`src/sv/hpsd_pkg.sv`:
```
`timescale 1ns / 1ps
`default_nettype none
package hpsd_pkg;

  // Segment and run sizing
  localparam int FFT_SIZE     = 128;
  localparam int HALF_BINS    = FFT_SIZE / 2;
  localparam int MAX_SEGMENTS = 1024;
  localparam int AW           = $clog2(FFT_SIZE);
  localparam int BW           = $clog2(HALF_BINS);
  localparam int CW           = $clog2(MAX_SEGMENTS + 1);
  // Per-bin dB sum: 16-bit bin values over up to MAX_SEGMENTS segments
  localparam int SW           = 16 + $clog2(MAX_SEGMENTS);
  localparam int DCW          = $clog2(SW + 1);
  // Power word and logarithm
  localparam int PW           = 46;
  localparam int LOG_FRAC     = 16;
  localparam int LCW          = $clog2(LOG_FRAC);

  localparam logic [14:0] DB_OFFSET_RESET = 15'd17626;
  // 10*log10(2) in Q16
  localparam logic [17:0] LOG10_2_Q16     = 18'd197283;

  typedef struct packed {
    logic signed [15:0] sample;
    logic               end_of_data;
  } in_t;

  typedef struct packed {
    logic [5:0]         bin_index;
    logic signed [15:0] psd_db;
    logic               empty_run;
    logic               last_bin;
  } out_t;

  typedef logic signed [16:0] trig_t;
  typedef trig_t [FFT_SIZE-1:0] trig_rom_t;
  typedef logic [16:0] hann_t;
  typedef hann_t [FFT_SIZE-1:0] hann_rom_t;

  // Controller to datapath commands
  typedef struct packed {
    logic          win_mul;
    logic          win_wr;
    logic [AW-1:0] fill;
    logic          mac_clr;
    logic          mac_issue;
    logic [AW-1:0] k;
    logic [BW-1:0] bin;
    logic          rnd;
    logic          sq;
    logic          psum;
    logic          norm_shift;
    logic          log_load;
    logic          log_step;
    logic          lmul;
    logic          db;
    logic          sum_rd;
    logic          sum_wr;
    logic          first;
    logic          div_start;
    logic          out_load;
    logic          no_seg;
    logic          last_bin;
    logic [CW-1:0] seg_count;
  } cmd_t;

  // Datapath to controller status
  typedef struct packed {
    logic pipe_busy;
    logic p_zero;
    logic p_top;
    logic div_done;
  } status_t;

  // Sine of t/2^24 turns at scale 2^15, odd polynomial on the first quadrant
  function automatic trig_t sine_turn(input longint unsigned t);
    longint unsigned q, r, x, x2, s, v;
    q = (t >> 22) & 64'd3;
    r = t & 64'h3FFFFF;
    if (q[0]) r = 64'h400000 - r;
    x  = r << 8;
    x2 = (x * x) >> 30;
    s  = 64'd172272;
    s  = 64'd5026995 - ((s * x2) >> 30);
    s  = 64'd85569306 - ((s * x2) >> 30);
    s  = 64'd693598668 - ((s * x2) >> 30);
    s  = 64'd1686629713 - ((s * x2) >> 30);
    v  = (s * x) >> 30;
    v  = (v + 64'd16384) >> 15;
    if (v > 64'd32768) v = 64'd32768;
    return (q >= 64'd2) ? -trig_t'(v) : trig_t'(v);
  endfunction

  function automatic trig_rom_t make_trig(input bit cosine);
    trig_rom_t rom;
    longint unsigned t;
    for (int p = 0; p < FFT_SIZE; p++) begin
      t = ((longint'(p) << 24) + FFT_SIZE / 2) / FFT_SIZE;
      rom[p] = cosine ? sine_turn((t + 64'h400000) & 64'hFFFFFF) : sine_turn(t);
    end
    return rom;
  endfunction

  function automatic hann_rom_t make_hann(input trig_rom_t cosr);
    hann_rom_t rom;
    int c;
    for (int p = 0; p < FFT_SIZE; p++) begin
      c = int'(cosr[p]);
      rom[p] = hann_t'((32769 - c) >> 1);
    end
    return rom;
  endfunction

  localparam trig_rom_t COS_ROM  = make_trig(1'b1);
  localparam trig_rom_t SIN_ROM  = make_trig(1'b0);
  localparam hann_rom_t HANN_ROM = make_hann(COS_ROM);

endpackage
`default_nettype wire

```
`src/sv/hpsd_ctrl.sv`:
```
`timescale 1ns / 1ps
`default_nettype none
module hpsd_ctrl (
  input  wire logic               clk,
  input  wire logic               rst_n,
  input  wire logic               in_valid,
  input  wire logic               in_last,
  input  wire logic               out_stall,
  input  wire hpsd_pkg::status_t  status,
  output logic                    in_stall,
  output logic                    out_valid,
  output hpsd_pkg::cmd_t          cmd
);

  typedef enum logic [18:0] {
    S_IDLE  = 19'd1 << 0,
    S_WIN   = 19'd1 << 1,
    S_MCLR  = 19'd1 << 2,
    S_MAC   = 19'd1 << 3,
    S_DRAIN = 19'd1 << 4,
    S_RND   = 19'd1 << 5,
    S_SQ    = 19'd1 << 6,
    S_PSUM  = 19'd1 << 7,
    S_NORM  = 19'd1 << 8,
    S_LOG   = 19'd1 << 9,
    S_LMUL  = 19'd1 << 10,
    S_DB    = 19'd1 << 11,
    S_ACCRD = 19'd1 << 12,
    S_ACCWR = 19'd1 << 13,
    S_EMPTY = 19'd1 << 14,
    S_ERD   = 19'd1 << 15,
    S_EDIV  = 19'd1 << 16,
    S_EWAIT = 19'd1 << 17,
    S_EOUT  = 19'd1 << 18
  } state_t;

  state_t                   state_r, state_nxt;
  logic [hpsd_pkg::AW-1:0]  fill_r, fill_nxt;
  logic [hpsd_pkg::AW-1:0]  k_r, k_nxt;
  logic [hpsd_pkg::BW-1:0]  bin_r, bin_nxt;
  logic [hpsd_pkg::LCW-1:0] lc_r, lc_nxt;
  logic [hpsd_pkg::CW-1:0]  seg_r, seg_nxt;
  logic                     last_r, last_nxt;
  logic                     out_valid_r, out_valid_nxt;
  logic                     slot_free;
  logic                     is_last_bin;

  always_comb begin
    state_nxt   = state_r;
    fill_nxt    = fill_r;
    k_nxt       = k_r;
    bin_nxt     = bin_r;
    lc_nxt      = lc_r;
    seg_nxt     = seg_r;
    last_nxt    = last_r;
    slot_free   = !out_valid_r || !out_stall;
    is_last_bin = (bin_r == hpsd_pkg::BW'(hpsd_pkg::HALF_BINS - 1));
    cmd           = '0;
    cmd.fill      = fill_r;
    cmd.k         = k_r;
    cmd.bin       = bin_r;
    cmd.seg_count = seg_r;
    cmd.first     = (seg_r == '0);
    cmd.last_bin  = is_last_bin;
    case (state_r)
      // Take a sample and start its window product
      S_IDLE: begin
        if (in_valid) begin
          cmd.win_mul = 1'b1;
          last_nxt    = in_last;
          state_nxt   = S_WIN;
        end
      end
      // Store the windowed sample, then decide what the segment needs
      S_WIN: begin
        cmd.win_wr = 1'b1;
        bin_nxt    = '0;
        if (fill_r == hpsd_pkg::AW'(hpsd_pkg::FFT_SIZE - 1)) begin
          fill_nxt = '0;
          if (seg_r < hpsd_pkg::CW'(hpsd_pkg::MAX_SEGMENTS)) begin
            state_nxt = S_MCLR;
          end else if (last_r) begin
            state_nxt = S_ERD;
          end else begin
            state_nxt = S_IDLE;
          end
        end else if (last_r) begin
          // drop the partial segment
          fill_nxt  = '0;
          state_nxt = (seg_r == '0) ? S_EMPTY : S_ERD;
        end else begin
          fill_nxt  = fill_r + 1'b1;
          state_nxt = S_IDLE;
        end
      end
      S_MCLR: begin
        cmd.mac_clr = 1'b1;
        k_nxt       = '0;
        state_nxt   = S_MAC;
      end
      // Stream one segment through the MAC for this bin
      S_MAC: begin
        cmd.mac_issue = 1'b1;
        k_nxt         = k_r + 1'b1;
        if (k_r == hpsd_pkg::AW'(hpsd_pkg::FFT_SIZE - 1)) begin
          state_nxt = S_DRAIN;
        end
      end
      S_DRAIN: begin
        if (!status.pipe_busy) begin
          state_nxt = S_RND;
        end
      end
      S_RND: begin
        cmd.rnd   = 1'b1;
        state_nxt = S_SQ;
      end
      S_SQ: begin
        cmd.sq    = 1'b1;
        state_nxt = S_PSUM;
      end
      S_PSUM: begin
        cmd.psum  = 1'b1;
        state_nxt = S_NORM;
      end
      // Shift the power left until its top bit is set; a zero power goes straight to dB
      S_NORM: begin
        if (status.p_zero) begin
          state_nxt = S_DB;
        end else if (status.p_top) begin
          cmd.log_load = 1'b1;
          lc_nxt       = '0;
          state_nxt    = S_LOG;
        end else begin
          cmd.norm_shift = 1'b1;
        end
      end
      // One fraction bit of log2 per squaring
      S_LOG: begin
        cmd.log_step = 1'b1;
        lc_nxt       = lc_r + 1'b1;
        if (lc_r == hpsd_pkg::LCW'(hpsd_pkg::LOG_FRAC - 1)) begin
          state_nxt = S_LMUL;
        end
      end
      S_LMUL: begin
        cmd.lmul  = 1'b1;
        state_nxt = S_DB;
      end
      S_DB: begin
        cmd.db    = 1'b1;
        state_nxt = S_ACCRD;
      end
      S_ACCRD: begin
        cmd.sum_rd = 1'b1;
        state_nxt  = S_ACCWR;
      end
      // Add into the bin sum, advance to the next bin or close the segment
      S_ACCWR: begin
        cmd.sum_wr = 1'b1;
        if (is_last_bin) begin
          seg_nxt   = seg_r + 1'b1;
          bin_nxt   = '0;
          state_nxt = last_r ? S_ERD : S_IDLE;
        end else begin
          bin_nxt   = bin_r + 1'b1;
          state_nxt = S_MCLR;
        end
      end
      // No complete segment: one flagged result
      S_EMPTY: begin
        cmd.no_seg   = 1'b1;
        cmd.last_bin = 1'b1;
        if (slot_free) begin
          cmd.out_load = 1'b1;
          state_nxt    = S_IDLE;
        end
      end
      S_ERD: begin
        cmd.sum_rd = 1'b1;
        state_nxt  = S_EDIV;
      end
      S_EDIV: begin
        cmd.div_start = 1'b1;
        state_nxt     = S_EWAIT;
      end
      S_EWAIT: begin
        if (status.div_done) begin
          state_nxt = S_EOUT;
        end
      end
      // Hand the average to the output register once it is free
      S_EOUT: begin
        if (slot_free) begin
          cmd.out_load = 1'b1;
          if (is_last_bin) begin
            seg_nxt   = '0;
            bin_nxt   = '0;
            state_nxt = S_IDLE;
          end else begin
            bin_nxt   = bin_r + 1'b1;
            state_nxt = S_ERD;
          end
        end
      end
      default: begin
        state_nxt = S_IDLE;
      end
    endcase
    out_valid_nxt = cmd.out_load ? 1'b1 : (out_valid_r && out_stall);
  end

  always_ff @(posedge clk) begin
    if (!rst_n) begin
      state_r     <= S_IDLE;
      fill_r      <= '0;
      k_r         <= '0;
      bin_r       <= '0;
      lc_r        <= '0;
      seg_r       <= '0;
      last_r      <= 1'b0;
      out_valid_r <= 1'b0;
    end else begin
      state_r     <= state_nxt;
      fill_r      <= fill_nxt;
      k_r         <= k_nxt;
      bin_r       <= bin_nxt;
      lc_r        <= lc_nxt;
      seg_r       <= seg_nxt;
      last_r      <= last_nxt;
      out_valid_r <= out_valid_nxt;
    end
  end

  assign in_stall  = (state_r != S_IDLE);
  assign out_valid = out_valid_r;

endmodule
`default_nettype wire

```
`config.mk`:
```
export PLATFORM = sky130hd
export DESIGN_NAME = hpsd_ctrl
export DESIGN_NICKNAME = d
export VERILOG_FILES = /design/src/sv/hpsd_pkg.sv /design/src/sv/hpsd_ctrl.sv
export SDC_FILE = /design/constraint.sdc
export NUM_CORES = 1
export LEC_CHECK = 0
export BUFFER_PORTS_ARGS = -buffer_cell sky130_fd_sc_hd__buf_2
export CAP_MARGIN = 20
export CORE_MARGIN = 4
export CORE_UTILIZATION = 55
export DETAILED_ROUTE_END_ITERATION = 7
export GPL_TIMING_DRIVEN = 0
export PLACE_DENSITY_LB_ADDON = 0.15
export SKIP_LAST_GASP = 1
export SLEW_MARGIN = 20
export SYNTH_ARGS = -nofsm -noshare
export SYNTH_HDL_FRONTEND = slang
export SYNTH_SLANG_ARGS = --single-unit
```
`constraint.sdc`:
```
create_clock -name clk -period 3.65 [get_ports clk]
set_clock_uncertainty 0.1 [all_clocks]
set_input_delay 0.1825 -clock clk [delete_from_list [all_inputs] [get_ports clk]]
set_output_delay 0.1825 -clock clk [all_outputs]
set_load 0.02 [all_outputs]
```
# Word-level counts from Yosys, hierarchy flattened
# Index checks and enable logic that the tools add are counted.
# op_classes
n_reduce_logical	16
muxes	52
addsub	5
magnitude_cmp	1
n_eq_ne	36
# op_table
operator	count
19-bit case mux with 19 select lines	1
19-bit two-way mux	11
16-bit two-way mux	5
11-bit two-way mux	3
2-bit inequality test (second input constant)	11
11-bit case mux with 2 select lines	1
19-bit by 1-bit equality test with 1-bit output (second input constant)	1
19-bit by 10-bit equality test with 1-bit output (second input constant)	1
19-bit by 11-bit equality test with 1-bit output (second input constant)	1
19-bit by 12-bit equality test with 1-bit output (second input constant)	1
19-bit by 13-bit equality test with 1-bit output (second input constant)	1
19-bit by 14-bit equality test with 1-bit output (second input constant)	1
19-bit by 15-bit equality test with 1-bit output (second input constant)	1
19-bit by 16-bit equality test with 1-bit output (second input constant)	1
19-bit by 17-bit equality test with 1-bit output (second input constant)	1
19-bit by 18-bit equality test with 1-bit output (second input constant)	1
19-bit equality test (second input constant)	1
19-bit by 2-bit equality test with 1-bit output (second input constant)	1
19-bit by 3-bit equality test with 1-bit output (second input constant)	1
19-bit by 4-bit equality test with 1-bit output (second input constant)	1
19-bit by 5-bit equality test with 1-bit output (second input constant)	1
19-bit by 6-bit equality test with 1-bit output (second input constant)	1
19-bit by 7-bit equality test with 1-bit output (second input constant)	1
19-bit by 8-bit equality test with 1-bit output (second input constant)	1
30 further kinds	60
# word_totals
out_inout_bits	52
register_bits	56
elab_cells	118
inputBits	9

# Longest topological paths before layout
# Gate-level depths: netlist of the first run.
# depth
word_depth	5
mapped_depth	9
depth_no_buf	8

# Worst setup path after synthesis of the first run
# Ideal clock, no wire load.
# synth_timing
path_type	register to register
from	register state_r[8]
to	register state_r[14]
setup_ns	0.070
stages_incl_launch_ff	10
required_ns	3.480
setup_slack_ns	0.575
t_arrival_ns	2.905
path_cell_list	dfxtp_1 -> or4_1 -> buf_2 -> or3b_1 -> nor4_1 -> o21ai_0 -> and4b_1 -> buf_6 -> nand2b_1 -> a21boi_1
# synth_via
elab_chain_len	3
word_cells_on_any_way	29
classes_between	27 x eq/ne; 1 x mux; 1 x reduce/logical
# synth_rtl
item	line_no	rtl
start, declared	hpsd_ctrl.sv:37	state_t state_r, state_nxt;
start signal, assigned	hpsd_ctrl.sv:224	state_r <= state_nxt;
19-bit by 9-bit equality test with 1-bit output, or another cell as far along	hpsd_ctrl.sv:65	case (state_r)
3-bit inequality test (no line) / 2-bit inequality test (equally long branches)	n/a	
8-bit AND reduction (no line)	n/a	
# Several ways; a longest one is shown, not always the timed one.
# A chain may end at the register's enable or synchronous reset.

==> metrics.cfg, run 1 <==
[route]
initialDrtViolationCount = 177
vias = 2860
ant_nets = 0
wirelength_um = 7190
routedWlPerCell_um = 14.3
viasPerCell = 5.70
remaining_drc_errors = 0
firstDrtPassIters = 5

[power_and_ir_drop]
p_seq_share_pct = 56.5
netSwitchingFraction_pct = 26.4
power_frac_clock_pct = 32.0
p_switching_uw = 293
power_frac_comb_pct = 11.5
peakVddDrop_uv = 175
p_leak_nw = 1.53
intPower_uw = 816
pwr_density_cell_nw_per_um2 = 316

[critical_path]
worstPathMaxFanout = 9
cp_data_required_time_ps = 3370
path_cells = or4_1 > buf_2 > or4_4 > or3_1 > nor3b_1 > buf_2
endpoint = cmd[18]
slowest_delay_ps = 550
r2r_cells = 9
path_delay_family = simple AND/OR/NAND/NOR gates
rrSetupSlack_ps = 610
crit_buf_inv = 2
path_depth = 6
critPathLaunch = state_r[4]
worstReg2RegEnd = seg_r[5]
crit_path_top_delay_cell = or4_1
path_class = reg -> out
critPathArrivalTime_ps = 2850
crit_path_end_kind = output pin
r2r-start = state_r[4]
cp_common_cell = buf_2
startpoint_type = register

[timing]
worst_pin_slew_ps = 711
rsz0062_at_grt = false
setup-violations-final = 0
finalHoldViolCount = 0
fmax_ghz = 0.320
fin_setup_tns_ps = 0
holdWs_ps = 38.7
period_share_pct = 85.7
slew_violations = 0
setup_slack_ps = 521
slew_headroom_pct = 52.0
period_needed_ps = 3130

[synthesis]
syn_area_sq_um = 3030
synth_fp_nets = 380
async_reset_ff_share_pct = 0
syn-instance-count = 365
synth_edf_count = 0
ys_warn_count = 0
synth_cell_types = 54
synth-main-ff-cell = dfxtp_1
yosysSeqAreaShare_pct = 37.0
synth.avg_cell_area_sq_um = 8.31
ys_seq_elements = 56

[placed_design]
port_buffers = 59
gp_congestion = 0.846
dp_slack_ps = 638
place_hpwl_um = 5440

[grt]
grt_pass1_wl_um = 11700
grt_pass1_vias = 2492
grt.overflow.total = 0
grt_usage_pct = 22.2
grt_max_degree = 17
antenna_found_initial = 0

[die]
rows = 26
pin_count = 61
dieArea_sq_um = 6770
core_sq_um = 5240
die_w_um = 82.3
start_util_pct = 57.9
die_h_um = 82.3

[job]
drv_cap = 0

[clocking]
ctsHoldBuffers = 0
cts-root-buf = clkbuf_8
htreeDepth = 2
cts_buffer_depth = 2
clk_latency_ps = 320
cts_buffers = 5
clk_pin_slew_ps = 100
cts_resized = 0
tritoncts = done
numClockSinks = 56
cts_setup_buffers = 0

[cells_and_area]
layout-drive-gt1-share_pct = 20.4
nets = 446
syn2layout_area_growth_pct = 15.8
fin_util_pct = 67.1
antenna_cells = 0
fillers = 447

[worst_hold_path]
hold_class = in -> reg

[run_status]
outcome = finished clean

[cells in the mapped netlist (7+ instances only)]
| library cell | n | share of area [%] |
|---|---|---|
| a21boi_0 | 9 | 2.2 |
| a21oi_1 | 8 | 1.3 |
| and2_1 | 12 | 2.5 |
| and3_1 | 15 | 3.1 |
| dfxtp_1 | 56 | 37 |
| inv_1 | 11 | 1.4 |
| nand2_1 | 30 | 3.7 |
| nand3_1 | 22 | 3.6 |
| nand4_1 | 8 | 1.7 |
| nor2_1 | 40 | 5.0 |
| nor2b_1 | 7 | 1.4 |
| nor4_1 | 7 | 1.4 |
| o21ai_0 | 24 | 4.0 |
| or3_1 | 9 | 1.9 |
| xnor2_1 | 13 | 3.8 |
[cell usage in the layout (no fill, tap or decap), drive strengths merged, types with 3 or more instances in the layout]
| cell type | Yosys | layout |
|---|---|---|
| nand2b | 3 | 3 |
| a22oi | 4 | 4 |
| nand4 | 8 | 8 |
| ha | 6 | 6 |
| o21a | 3 | 3 |
| a31oi | 4 | 4 |
| and2 | 12 | 12 |
| nand2 | 31 | 31 |
| nand4b | 3 | 3 |
| and3 | 15 | 15 |
| clkbuf | 6 | 12 |
| and4b | 3 | 3 |
| nor2 | 40 | 40 |
| or3 | 9 | 9 |
| xor2 | 6 | 6 |
| nor3 | 12 | 12 |
| a21boi | 10 | 10 |
| dfxtp | 56 | 56 |
| nor4 | 10 | 10 |
| buf | 5 | 64 |
| a21oi | 8 | 8 |
| nor2b | 7 | 7 |
| o21ai | 25 | 25 |
| nor4b | 4 | 4 |
| or4 | 6 | 6 |
| xnor2 | 13 | 13 |
| nand3 | 22 | 22 |
| nor3b | 5 | 5 |
| inv | 11 | 11 |
[cell families after synthesis]
group           Yosys count  synth area share (%)
xor+xnor                 19                  5.49
compound gates           66                  14.1
buf+inv                  22                  3.22
mux                       2                 0.660
flops                    56                  37.0
fa+ha+maj                 6                  2.48
simple gates            194                  37.0
[power groups by stage]
stage	logic [mW]	registers, mW	clock network [mW]
after global placement	0.126	0.639	0
after global routing	0.141	0.627	0.387
after detailed placement	0.127	0.640	0
final	0.128	0.626	0.355
after floorplan	0.0910	0.639	0
after CTS	0.127	0.626	0.364
[metal layers]
layer  share of wire, %  global-route usage (%)
met5                  0                       0
met1                 47                    29.4
met3                5.3                    4.45
met4                1.3                    5.81
met2                 46                    36.6
[final cells by class]
type | instances | area [sq um] | share of cell area (%)
multi-input cells | 287 | 1820 | 51.8
flip-flops and latches | 56 | 1120 | 31.9
repair buffers | 59 | 295 | 8.40
well taps | 70 | 87.6 | 2.49
clock buffers | 6 | 82.6 | 2.35
plain buffers | 11 | 56.3 | 1.60
inverters | 11 | 41.3 | 1.18
clock inverters | 2 | 10.0 | 0.285
[through the flow]
step / instance area (sq um) / total power [mW] / instances
2_1_floorplan: 3030 / 0.730 / 365
3_3_place_gp: 3420 / 0.765 / 494
3_5_place_dp: 3420 / 0.767 / 494
4_1_cts: 3510 / 1.12 / 502
5_1_grt: 3510 / 1.16 / 502
6_report: 3510 / 1.11 / 502
[worst min path at each step]
stage / start / end / slack, ps / depth (start not counted)
3_3_place_gp: in_last / last_r / 350 / 3
2_1_floorplan: in_last / last_r / 250 / 2
4_1_cts: in_last / last_r / 40 / 3
5_1_grt: in_last / last_r / 40 / 3
6_report: in_last / last_r / 40 / 3
3_5_place_dp: in_last / last_r / 370 / 3
[worst min-delay path, delay by kind of cell]
kind          cells  cell delay, ps
simple gates      1             100
buf+inv           1              80
mux               1              60
[state kept, by name (all words and copies together), names as in the netlist]
signal and cells:
seg_r 11, out_valid 1, lc_r 4, state_r 19
last_r 1, fill_r 7, k_r 7, bin_r 6
No activity file was read; power rests on OpenSTA's default activity.
==> run 2, diff against run 1 <==
Settings changed: CAP_MARGIN 20 to unset, RECOVER_POWER set to 50.
==> metrics.cfg, run 2 (synthesized netlist as in run 1, its figures left out) <==
[worst_hold_path]
holdPathStages = 3
whs_endpoint = last_r
worstHoldStart = in_last
hold_class = in -> reg

[grt]
grt_max_degree = 17
antenna_found_initial = 0
grt.overflow.total = 0
grt_usage_pct = 22.2
grt_pass1_vias = 2492
grt_pass1_wl_um = 11700

[route]
vias = 2876
initialDrtViolationCount = 178
viasPerCell = 5.73
ant_nets = 0
wirelength_um = 7200
remaining_drc_errors = 0
firstDrtPassIters = 4
routedWlPerCell_um = 14.3

[placed_design]
dpl.cell_count = 494
dp_slack_ps = 638
port_buffers = 59
gp_congestion = 0.846
place_hpwl_um = 5440

[critical_path]
slowest_delay_ps = 550
crit_path_end_kind = output pin
cp_data_required_time_ps = 3370
path_cells = or4_1 > clkbuf_1 > or4_1 > or3_1 > nor3b_1 > buf_2
cp_common_cell = or4_1
critPathArrivalTime_ps = 2930
r2r-start = state_r[4]
worstPathMaxFanout = 9
worstReg2RegEnd = seg_r[3]
startpoint_type = register
crit_path_top_delay_cell = or4_1
path_class = reg -> out
rrSetupSlack_ps = 490
r2r_cells = 8

[cells_and_area]
nets = 446
top_register = state_r
layout_commonest_cell = dfxtp_1
antenna_cells = 0
finalNonFillerCells = 502
syn2layout_area_growth_pct = 13.9
fin_util_pct = 66.0
layout-drive-gt1-share_pct = 11.1
final_cell_mix = dfxtp_1 (56), clkbuf_1 (43), nor2_1 (40)
largest_reg_flops = 19
biggestRegsByFlops = state_r: 19 flops, seg_r: 11 flops

[clocking]
clk_pin_slew_ps = 100
cts_buffer_depth = 2
cts_setup_buffers = 0
tritoncts = done
ctsHoldBuffers = 0
clk_latency_ps = 320
cts_resized = 0
cts-root-buf = clkbuf_8
cts_buffers = 5
htreeDepth = 2
numClockSinks = 56

[power_and_ir_drop]
p_leak_nw = 1.36
pwr_density_cell_nw_per_um2 = 320
peakVddDrop_uv = 175

[timing]
rsz0062_at_grt = false
finalHoldViolCount = 0
period_share_pct = 87.9
setup-violations-final = 0
slew_violations = 0
fin_setup_tns_ps = 0
setup_slack_ps = 442
worst_pin_slew_ps = 745
slew_headroom_pct = 49.7
period_needed_ps = 3210
fmax_ghz = 0.312

[job]
drv_cap = 0

[run_status]
outcome = finished clean

[die]
die_h_um = 82.3
die_w_um = 82.3
pin_count = 61
rows = 26
start_util_pct = 57.9
core_sq_um = 5240
dieArea_sq_um = 6770

[run 2: cell count changes in the layout (fill, tap and decap cells not counted), sizes merged]
cell	delta
buf	-37
clkbuf	+37
[run 2: metrics by stage]
step | hold WS [ps] | cell area, sq um | power, mW
after detailed placement | 371 | 3420 | 0.767
after CTS | 40.1 | 3510 | 1.12
after global placement | 350 | 3420 | 0.765
after floorplan | 252 | 3030 | 0.730
after global routing | 39.3 | 3450 | 1.15
final | 43.7 | 3450 | 1.10
[run 2: worst max-delay path, delay by kind of cell (launching register included)]
| family | cells | cell delay [ps] |
|---|---|---|
| buffers and inverters | 2 | 490 |
| flip-flops | 1 | 360 |
| AND/OR/NAND/NOR | 4 | 1750 |
[run 2: report_power, final]
group	internal, mW	switching (mW)
logic	0.0443	0.0807
clock network	0.152	0.202
registers	0.617	0.00831
total	0.814	0.291
[run 2: layout make-up]
type,instances,area [sq um]
multi-input cells,287,1810
well taps,70,87.6
flip-flops and latches,56,1120
clock inverters,2,10.0
clock buffers,6,82.6
inverters,11,41.3
plain buffers,11,55.1
fillers,471,1780
repair buffers,59,250
[run 2: how the worst max path moves through the flow]
stage | cells past startpoint | startpoint | to
CTS | 6 | state_r[4] | cmd[18]
detailed placement | 6 | state_r[4] | seg_r[5]
global placement | 6 | state_r[4] | seg_r[4]
finish | 6 | state_r[4] | cmd[18]
floorplan | 9 | state_r[8] | state_r[14]
global route | 6 | state_r[4] | cmd[18]
[run 2: metal layers]
metal	vias up	wire [um]	GRT usage, %
met2	82	3320	36.6
li1	1449	-	-
met5	-	0	0
met4	0	95	5.81
met1	1336	3330	29.4
met3	9	456	4.45
==> run 3, diff against run 2 <==
--- a/config.mk
+++ b/config.mk
@@ -11,4 +11,5 @@
 export DETAILED_ROUTE_END_ITERATION = 7
 export GPL_TIMING_DRIVEN = 0
+export HOLD_SLACK_MARGIN = 0.06
 export PLACE_DENSITY_LB_ADDON = 0.15
 export RECOVER_POWER = 50
==> constraint.sdc (replaced) <==
create_clock -name clk -period 3.65 [get_ports clk]
set_clock_uncertainty 0.1 [all_clocks]
set_input_delay 0.73 -clock clk [delete_from_list [all_inputs] [get_ports clk]]
set_output_delay 0.73 -clock clk [all_outputs]
set_load 0.02 [all_outputs]
==> metrics.cfg, run 3 (synthesized netlist as in run 1, its figures left out) <==
[run_status]
outcome = finished clean

[placed_design]
dpl.cell_count = 494
port_buffers = 59
place_area_sq_um = 3420
dp_slack_ps = 344
gp_congestion = 0.846
place_hpwl_um = 5440

[timing]
period_needed_ps = 3540
holdWs_ps = 389
worst_pin_slew_ps = 712
rsz0062_at_grt = false
slew_headroom_pct = 51.8
fin_setup_tns_ps = 0
finalHoldViolCount = 0
setup-violations-final = 0
fmax_ghz = 0.283
setup_slack_ps = 111
slew_violations = 0
period_share_pct = 97.0

[critical_path]
startpoint_type = register
crit_path_end_kind = output pin
slowest_delay_ps = 550
path_class = reg -> out
crit_path_top_delay_cell = or4_1
critPathArrivalTime_ps = 2710
path_delay_family = simple AND/OR/NAND/NOR gates
path_cells = or4_1 > buf_4 > or4_4 > or3_4 > nor3b_1 > buf_2
crit_buf_inv = 2
worstPathMaxFanout = 9
cp_data_required_time_ps = 2820

[cells_and_area]
antenna_cells = 0
finalNonFillerCells = 501
biggestRegsByFlops = state_r: 19 flops, seg_r: 11 flops
layout-drive-gt1-share_pct = 13.7
largest_reg_flops = 19
nets = 445
fillers = 466
fin_util_pct = 66.7
final_cell_area_sq_um = 3490
final_cell_mix = dfxtp_1 (55), nor2_1 (40), clkbuf_1 (38)
syn2layout_area_growth_pct = 15.1
layout_commonest_cell = dfxtp_1
top_register = state_r

[power_and_ir_drop]
intPower_uw = 817
power_frac_comb_pct = 11.7
peakVddDrop_uv = 175
power_frac_clock_pct = 32.0
p_total_mw = 1.11
netSwitchingFraction_pct = 26.4
p_seq_share_pct = 56.4
p_switching_uw = 293
pwr_density_cell_nw_per_um2 = 318
p_leak_nw = 1.39

[worst_hold_path]
hold_class = reg -> reg

[die]
pin_count = 61
core_sq_um = 5240
start_util_pct = 57.9
dieArea_sq_um = 6770
die_h_um = 82.3
rows = 26
die_w_um = 82.3

[clocking]
tritoncts = done
numClockSinks = 56
cts-root-buf = clkbuf_8
htreeDepth = 2
ctsHoldBuffers = 0
clk_latency_ps = 320
cts_buffers = 5
cts_buffer_depth = 2
clk_pin_slew_ps = 100

[job]
drv_cap = 0

[route]
initialDrtViolationCount = 145
firstDrtPassIters = 5
ant_nets = 0
viasPerCell = 5.78
remaining_drc_errors = 0
routedWlPerCell_um = 14.5
wirelength_um = 7240
vias = 2896

[grt]
antenna_found_initial = 0
grt_max_degree = 17
grt.overflow.total = 0
grt_usage_pct = 22.2
grt_pass1_vias = 2481
grt_pass1_wl_um = 11700

-- run 3: cell types whose count changed in the layout (fill, tap and decap cells not counted), sizes merged --
| cell | before | now |
|---|---|---|
| buf | 27 | 31 |
| clkbuf | 49 | 44 |
-- run 3: metal layers --
layer  vias up  wire length (um)  track usage [%]
met5         -                 0                0
met3         9               496             4.45
met2        97              3320             36.5
met1      1339              3330             29.5
li1       1451                 -                -
met4         0                95             5.81
-- run 3: power by group through the flow --
stage | registers [mW] | logic (mW) | clock network (mW)
3_3_place_gp | 0.639 | 0.126 | 0
3_5_place_dp | 0.640 | 0.127 | 0
6_report | 0.626 | 0.130 | 0.355
4_1_cts | 0.626 | 0.128 | 0.364
2_1_floorplan | 0.639 | 0.0910 | 0
5_1_grt | 0.627 | 0.142 | 0.387
-- run 3: cell type report --
type / instances / area, sq um / share of cell area, %
Buffer: 10 / 55.1 / 1.58
Clock buffer: 6 / 82.6 / 2.36
Clock inverter: 2 / 10.0 / 0.287
Inverter: 11 / 41.3 / 1.18
Multi-Input combinational cell: 287 / 1840 / 52.6
Sequential cell: 56 / 1120 / 32.1
Tap cell: 70 / 87.6 / 2.51
Timing Repair Buffer: 59 / 256 / 7.35
-- run 3: repair_timing --
action	in CTS	in global routing
cloned	0	0
gates resized for setup	1	7
setup endpoints to repair	1	4
buffers inserted	0	0
pin swaps	0	1
-- run 3: final timing paths --
| path | startpoint | to | slack [ps] | cells after the start |
|---|---|---|---|---|
| worst max register to register | state_r[4] | seg_r[5] | 630 | 9 |
| worst max-delay path | state_r[4] | cmd[19] | 110 | 6 |
| worst min register to register | state_r[12] | state_r[13] | 390 | 2 |
| worst min-delay path | state_r[12] | state_r[13] | 390 | 2 |
-- run 3: worst reg2reg max path: cells and delay by family (launching register included) --
family,cells,cell delay [ps]
flip-flops,1,360
XOR/XNOR,1,150
AND/OR/NAND/NOR,6,1870
buffers and inverters,2,390
